[config.mk]
export PLATFORM = sky130hd
export DESIGN_NAME = ibwf_div
export DESIGN_NICKNAME = d
export VERILOG_FILES = /design/src/hw/rtl/ibwf_pkg.sv /design/src/hw/rtl/ibwf_div.sv
export SDC_FILE = /design/constraint.sdc
export NUM_CORES = 1
export LEC_CHECK = 0
export BUFFER_PORTS_ARGS = -buffer_cell sky130_fd_sc_hd__buf_2
export CAP_MARGIN = 5
export CORE_ASPECT_RATIO = 0.8
export CORE_MARGIN = 1.5
export CORE_UTILIZATION = 37
export DETAILED_ROUTE_END_ITERATION = 10
export GPL_ROUTABILITY_DRIVEN = 0
export PLACE_DENSITY = 0.62
export SYNTH_ARGS = -nofsm -noshare
export SYNTH_HDL_FRONTEND = slang
export SYNTH_SLANG_ARGS = --single-unit
[constraint.sdc]
create_clock -name clk -period 3.2 [get_ports clk]
set_input_delay 0 -clock clk [delete_from_list [all_inputs] [get_ports clk]]
set_output_delay 0 -clock clk [all_outputs]
set_load 0.01 [all_outputs]
[src/hw/rtl/ibwf_pkg.sv]
// Shared types, constants and the falloff table of the ink-bleed window filter.
// No dependencies; imported by ibwf_div, ink_bleed_window_filter and tb.
package ibwf_pkg;

    localparam int DEF_MAX_WIDTH  = 1024;
    localparam int DEF_MAX_RADIUS = 3;

    // shared long-division unit
    localparam int DIV_NUM_W  = 25;
    localparam int DIV_DEN_W  = 13;
    localparam int DIV_STEP_W = 5;

    // add = floor(floor(P / 2^24) / 100), the /100 by reciprocal
    localparam int         ALPHA_SHIFT = 24;
    localparam logic [13:0] RECIP_100  = 14'd10486;
    localparam int         RECIP_SHIFT = 20;

    // colour quotients never exceed 9 bits
    localparam logic [DIV_STEP_W-1:0] COLOUR_STEPS = 5'd9;
    localparam logic [DIV_STEP_W-1:0] COORD_STEPS  = 5'd25;

    // configuration register indexes
    localparam logic [1:0] CFG_IMAGE_WIDTH  = 2'd0;
    localparam logic [1:0] CFG_IMAGE_HEIGHT = 2'd1;
    localparam logic [1:0] CFG_STRENGTH     = 2'd2;

    typedef enum logic [3:0] {
        ST_IDLE,
        ST_XYS,
        ST_XYW,
        ST_BASE,
        ST_INIT,
        ST_SCAN,
        ST_DRAIN,
        ST_FIN,
        ST_DIVS,
        ST_DIVW,
        ST_OUT
    } state_t;

    typedef struct packed {
        logic                  start;
        logic [DIV_STEP_W-1:0] steps;
        logic [DIV_NUM_W-1:0]  num;
        logic [DIV_DEN_W-1:0]  den;
    } div_req_t;

    typedef struct packed {
        logic                 done;
        logic [DIV_NUM_W-1:0] quo;
        logic [DIV_DEN_W-1:0] rem;
    } div_rsp_t;

    // max(0, 1 - dist/4) in Q0.16, by |dx| and |dy|; 0 for the centre tap
    function automatic logic [15:0] falloff(input logic [1:0] ax, input logic [1:0] ay);
        logic [15:0] w;
        case ({ax, ay})
            4'h0: w = 16'd0;
            4'h1: w = 16'd49152;
            4'h2: w = 16'd32768;
            4'h3: w = 16'd16384;
            4'h4: w = 16'd49152;
            4'h5: w = 16'd42366;
            4'h6: w = 16'd28900;
            4'h7: w = 16'd13725;
            4'h8: w = 16'd32768;
            4'h9: w = 16'd28900;
            4'ha: w = 16'd19195;
            4'hb: w = 16'd6463;
            4'hc: w = 16'd16384;
            4'hd: w = 16'd13725;
            4'he: w = 16'd6463;
            default: w = 16'd0;
        endcase
        return w;
    endfunction

endpackage

[src/hw/rtl/ibwf_div.sv]
// Restoring long divider, one quotient bit a cycle, shared by the filter.
// Depends on ibwf_pkg (request and response structs).
module ibwf_div
    import ibwf_pkg::*;
(
    input  logic     clk,
    input  logic     rst_n,
    input  div_req_t req,
    output div_rsp_t rsp
);

    logic [DIV_STEP_W-1:0] cnt_reg;
    logic [DIV_NUM_W-1:0]  sh_reg;
    logic [DIV_NUM_W-1:0]  quo_reg;
    logic [DIV_DEN_W-1:0]  rem_reg;
    logic [DIV_DEN_W-1:0]  den_reg;
    logic                  done_reg;

    logic [DIV_DEN_W:0]    trial;
    logic                  ge;

    // caller guarantees num >> steps < den
    assign trial = {rem_reg, sh_reg[DIV_NUM_W-1]};
    assign ge    = trial >= {1'b0, den_reg};

    always_ff @(posedge clk or negedge rst_n)
    begin
        if (!rst_n)
        begin
            cnt_reg  <= '0;
            done_reg <= 1'b0;
        end
        else
        begin
            done_reg <= (cnt_reg == DIV_STEP_W'(1));
            if (req.start)
                cnt_reg <= req.steps;
            else if (cnt_reg != '0)
                cnt_reg <= cnt_reg - 1'b1;
        end
    end

    always_ff @(posedge clk)
    begin
        if (req.start)
        begin
            rem_reg <= DIV_DEN_W'(req.num >> req.steps);
            sh_reg  <= req.num << (DIV_STEP_W'(DIV_NUM_W) - req.steps);
            den_reg <= req.den;
            quo_reg <= '0;
        end
        else if (cnt_reg != '0)
        begin
            rem_reg <= ge ? DIV_DEN_W'(trial - {1'b0, den_reg}) : DIV_DEN_W'(trial);
            sh_reg  <= {sh_reg[DIV_NUM_W-2:0], 1'b0};
            quo_reg <= {quo_reg[DIV_NUM_W-2:0], ge};
        end
    end

    assign rsp.done = done_reg;
    assign rsp.quo  = quo_reg;
    assign rsp.rem  = rem_reg;

    busy_when_done: assert property (@(posedge clk) disable iff (!rst_n)
        req.start |=> (cnt_reg != '0) || $past(req.steps == '0))
        else $error("divider did not start");
    no_start_while_busy: assert property (@(posedge clk) disable iff (!rst_n)
        (cnt_reg > DIV_STEP_W'(1)) |-> !req.start)
        else $error("divider restarted mid-division");
    done_after_last_step: assert property (@(posedge clk) disable iff (!rst_n)
        (cnt_reg == DIV_STEP_W'(1)) && !req.start |=> done_reg)
        else $error("divider done pulse missing");

endmodule

==> results by group <==
Clocking
  – CTS Root Cell: clkbuf_16
  – TritonCTS Sinks: between 80 and 90
  – Number of clock buffers inserted by TritonCTS: 9
  – CTS tree: yes
  – Max Root-Sink Buffers: 2
  – # H-tree levels: 3
  – Clock-pin slew on the worst setup and hold paths: ~0.06 ns
  – Clk Latency, worst-skew pair: ~0.35 ns

Logic synthesis
  – Post-synthesis sequential area ratio: a little over a third
  – Cells after synthesis: 639
  – Synth top area share: 25.6%
  – Syn_nets: 703
  – Synth area leaders: edfxtp_1 (26%), mux2i_1 (9.9%), dfxtp_1 (8.4%)
  – Register bit total from synthesis: between 80 and 90
  – Area leader, netlist: edfxtp_1
  – Synth Warn #: 0
  – Post-synthesis async set-or-reset flop share: 7.32%
  – Syn Std Cell Area: around 0.006 sq mm
  – Top_reg_cell synth: edfxtp_1
  – Avg Inst Size Synth: 9.36 sq um
  – Unique masters post-synth: 67
  – Number of synthesized flops with an enable pin: 51

Route
  – Wire length per cell: between 15 and 20 um
  – Antenna-violating nets left: 0
  – Number of iterations in the first detailed-routing pass: 5
  – 1st-iter DRT viols: 417
  – Vias: 5,240
  – DRC errors left: 0
  – Via density: approximately 5.6
  – Drt total wl: around 16,000 um

Critical path
  – Critical Path RT: ~3.3 ns
  – WS Path Type: reg2reg
  – R2R setup slack: just over 0.3 ns
  – Crit path DAT: 2.97 ns
  – Crit path max fanout: 17
  – Worst-case reg-to-reg path depth: 11
  – Startpoint Class: flop
  – Critical path endpoint category: flop

Pwr
  – Pwr Total: between 4 and 5 mW
  – Int Power: 2.73 mW
  – Power share of the clock group: about 22%
  – Lkg Pwr: between 2 and 3 nW
  – Sequential share of power: between 30% and 40%
  – IR drop worst, VDD: 0.338 mV
  – Logic pwr share: around 44%
  – Sw Ratio: approximately two fifths
  – Pwr Density: around 630 mW/mm^2
  – Sw Pwr: about 1.7 mW

STA
  – Fin. max-slew vios: 0
  – Final hold vios: 0
  – Final setup skew: between 0.006 and 0.007 ns
  – Peak Freq: 346 MHz
  – RSZ-0062 raised after global routing: false
  – Slew HR: around 37%
  – Total negative setup slack: 0 ns
  – Worst slew pin tran: approximately 0.95 ns
  – Clock period minus worst slack: about 2.9 ns
  – Period Utilization, post-route: 90.3%
  – Final setup fails: 0

Finish
  – Antenna diode count: 0
  – Share of cells above drive strength 1: around 23%
  – Core Util, Final: 44.2%
  – Area Overhead vs Synth: 16.8%
  – Final nets: ~780

Min path
  – Worst hold path type: in2async

GRT
  – GRT Overall Usage: slightly below 20%
  – Vias in the first global route: about 5,100
  – Largest net degree at the start of global routing: between 40 and 50
  – Overflow after GRT: 0
  – Antenna violations before repair: 0
  – First-pass GRT wire length: ~27,000 um

Floorplanning
  – Die H: about 120 um
  – Die area: around 0.017 sq mm
  – Initial core utilization: a little under two fifths
  – Die span in x: 145 um
  – Top Ports: 85
  – Rows: 41
  – Total core area: about 0.016 sq mm

Job
  – Max-cap violations: 0

Placed design
  – Input/output buffers: 84
  – Dpl hpwl: between 10,000 and 15,000 um

Status
  – Status: complete, no violations
==> final timing paths <==
check                                 start     endpoint
worst max-delay path             sh_reg[24]   rem_reg[2]
worst min-delay path                  rst_n   cnt_reg[1]
worst max register to register   sh_reg[24]   rem_reg[2]
worst min register to register  quo_reg[24]  quo_reg[24]
max in group asynchronous             rst_n     done_reg
min in group clk                    req[42]   cnt_reg[4]
==> power groups by stage <==
| stage | combinational [mW] | sequential [mW] | clock (mW) |
|---|---|---|---|
| 2_1_floorplan | 1.41 | 1.51 | 0 |
| 3_3_place_gp | 1.86 | 1.49 | 0 |
| 3_5_place_dp | 1.91 | 1.50 | 0 |
| 4_1_cts | 1.94 | 1.48 | 1.01 |
| 5_1_grt | 2.13 | 1.50 | 1.05 |
| 6_report | 1.96 | 1.48 | 0.975 |
==> per-stage QoR <==
stage | worst slack [ns] | hold WS, ns | instances | cell area [sq um]
floorplan | 0.497 | -0.296 | 639 | 5980
global placement | 0.423 | -0.167 | 905 | 6570
detailed placement | 0.318 | -0.164 | 905 | 6570
CTS | 0.303 | 0.0177 | 935 | 6990
global route | 0.0822 | 0.0357 | 935 | 6990
finish | 0.311 | 0.0201 | 935 | 6990
==> worst max-delay path: stages, from the launching register on <==
cell and delay, ns:
edfxtp_1 0.37, inv_1 0.08, ha_1 0.16, inv_1 0.05, fa_1 0.40, a21o_1 0.22
a221oi_2 0.38, o211ai_2 0.15, a41oi_4 0.22, buf_4 0.29, mux2i_1 0.21, o21ai_0 0.09
==> final cells by class <==
class	count	area [sq um]
Clock buffer	10	229
Clock inverter	6	50.0
Fill cell	1586	8810
Inverter	26	97.6
Multi-Input combinational cell	484	3480
Sequential cell	82	2180
Tap cell	215	269
Timing Repair Buffer	112	678
==> logic make-up (layout without fill, tap and decap cells) <==
| kind of cell | Yosys count | count (layout) | synth area share [%] |
|---|---|---|---|
| AOI/OAI and AO/OA | 162 | 162 | 18.2 |
| xor gates and xnor gates | 14 | 14 | 2.05 |
| adders and majority gates | 18 | 18 | 3.89 |
| buffers and inverters | 73 | 154 | 5.31 |
| DFF | 82 | 82 | 36.5 |
| muxes | 100 | 100 | 20.2 |
| and+or+nand+nor | 190 | 190 | 13.9 |
==> Yosys cell counts (all sizes together), types with 7 or more instances <==
cell       n
nor3      11
nand2    101
nor2      40
a31oi      7
xnor2     10
a21oi     62
mux4      14
nand3      9
mux2i     59
o21ai     23
o2bb2ai   16
buf       18
ha        17
inv       23
mux2      27
clkbuf    29
a21o       8
edfxtp    51
dfxtp     25
==> metal layers <==
metal / vias up / GRT usage, % / share of wire (%)
li1: 2503 / - / -
met4: 0 / 6.33 / 1.6
met2: 163 / 31.9 / 46
met5: - / 0 / 0
met3: 19 / 4.30 / 5.7
met1: 2555 / 26.7 / 47
==> timing repair <==
item	4_1_cts	5_1_grt
setup buffers	0	0
hold buffers	14	0
gates resized for setup	0	0
endpoints found under the setup margin	0	0
endpoints found under the hold margin	19	0
==> placed cells by master (no fill, tap or decap), types with 7 or more instances in the layout <==
cell,Yosys,layout
buf_2,8,84
mux2_2,27,27
a21oi_1,62,62
a31oi_1,7,7
edfxtp_1,51,51
mux4_2,14,14
ha_1,17,17
nor3_1,11,11
buf_4,6,13
o2bb2ai_1,16,16
nor2_1,40,40
clkbuf_16,0,9
dfxtp_1,25,25
o21ai_0,23,23
a21o_1,8,8
nand2_1,101,101
nand3_1,8,8
xnor2_1,10,10
mux2i_1,59,59
dlygate4sd3_1,0,14
inv_1,22,22
Note: power is estimated with default switching activity, not from simulation.
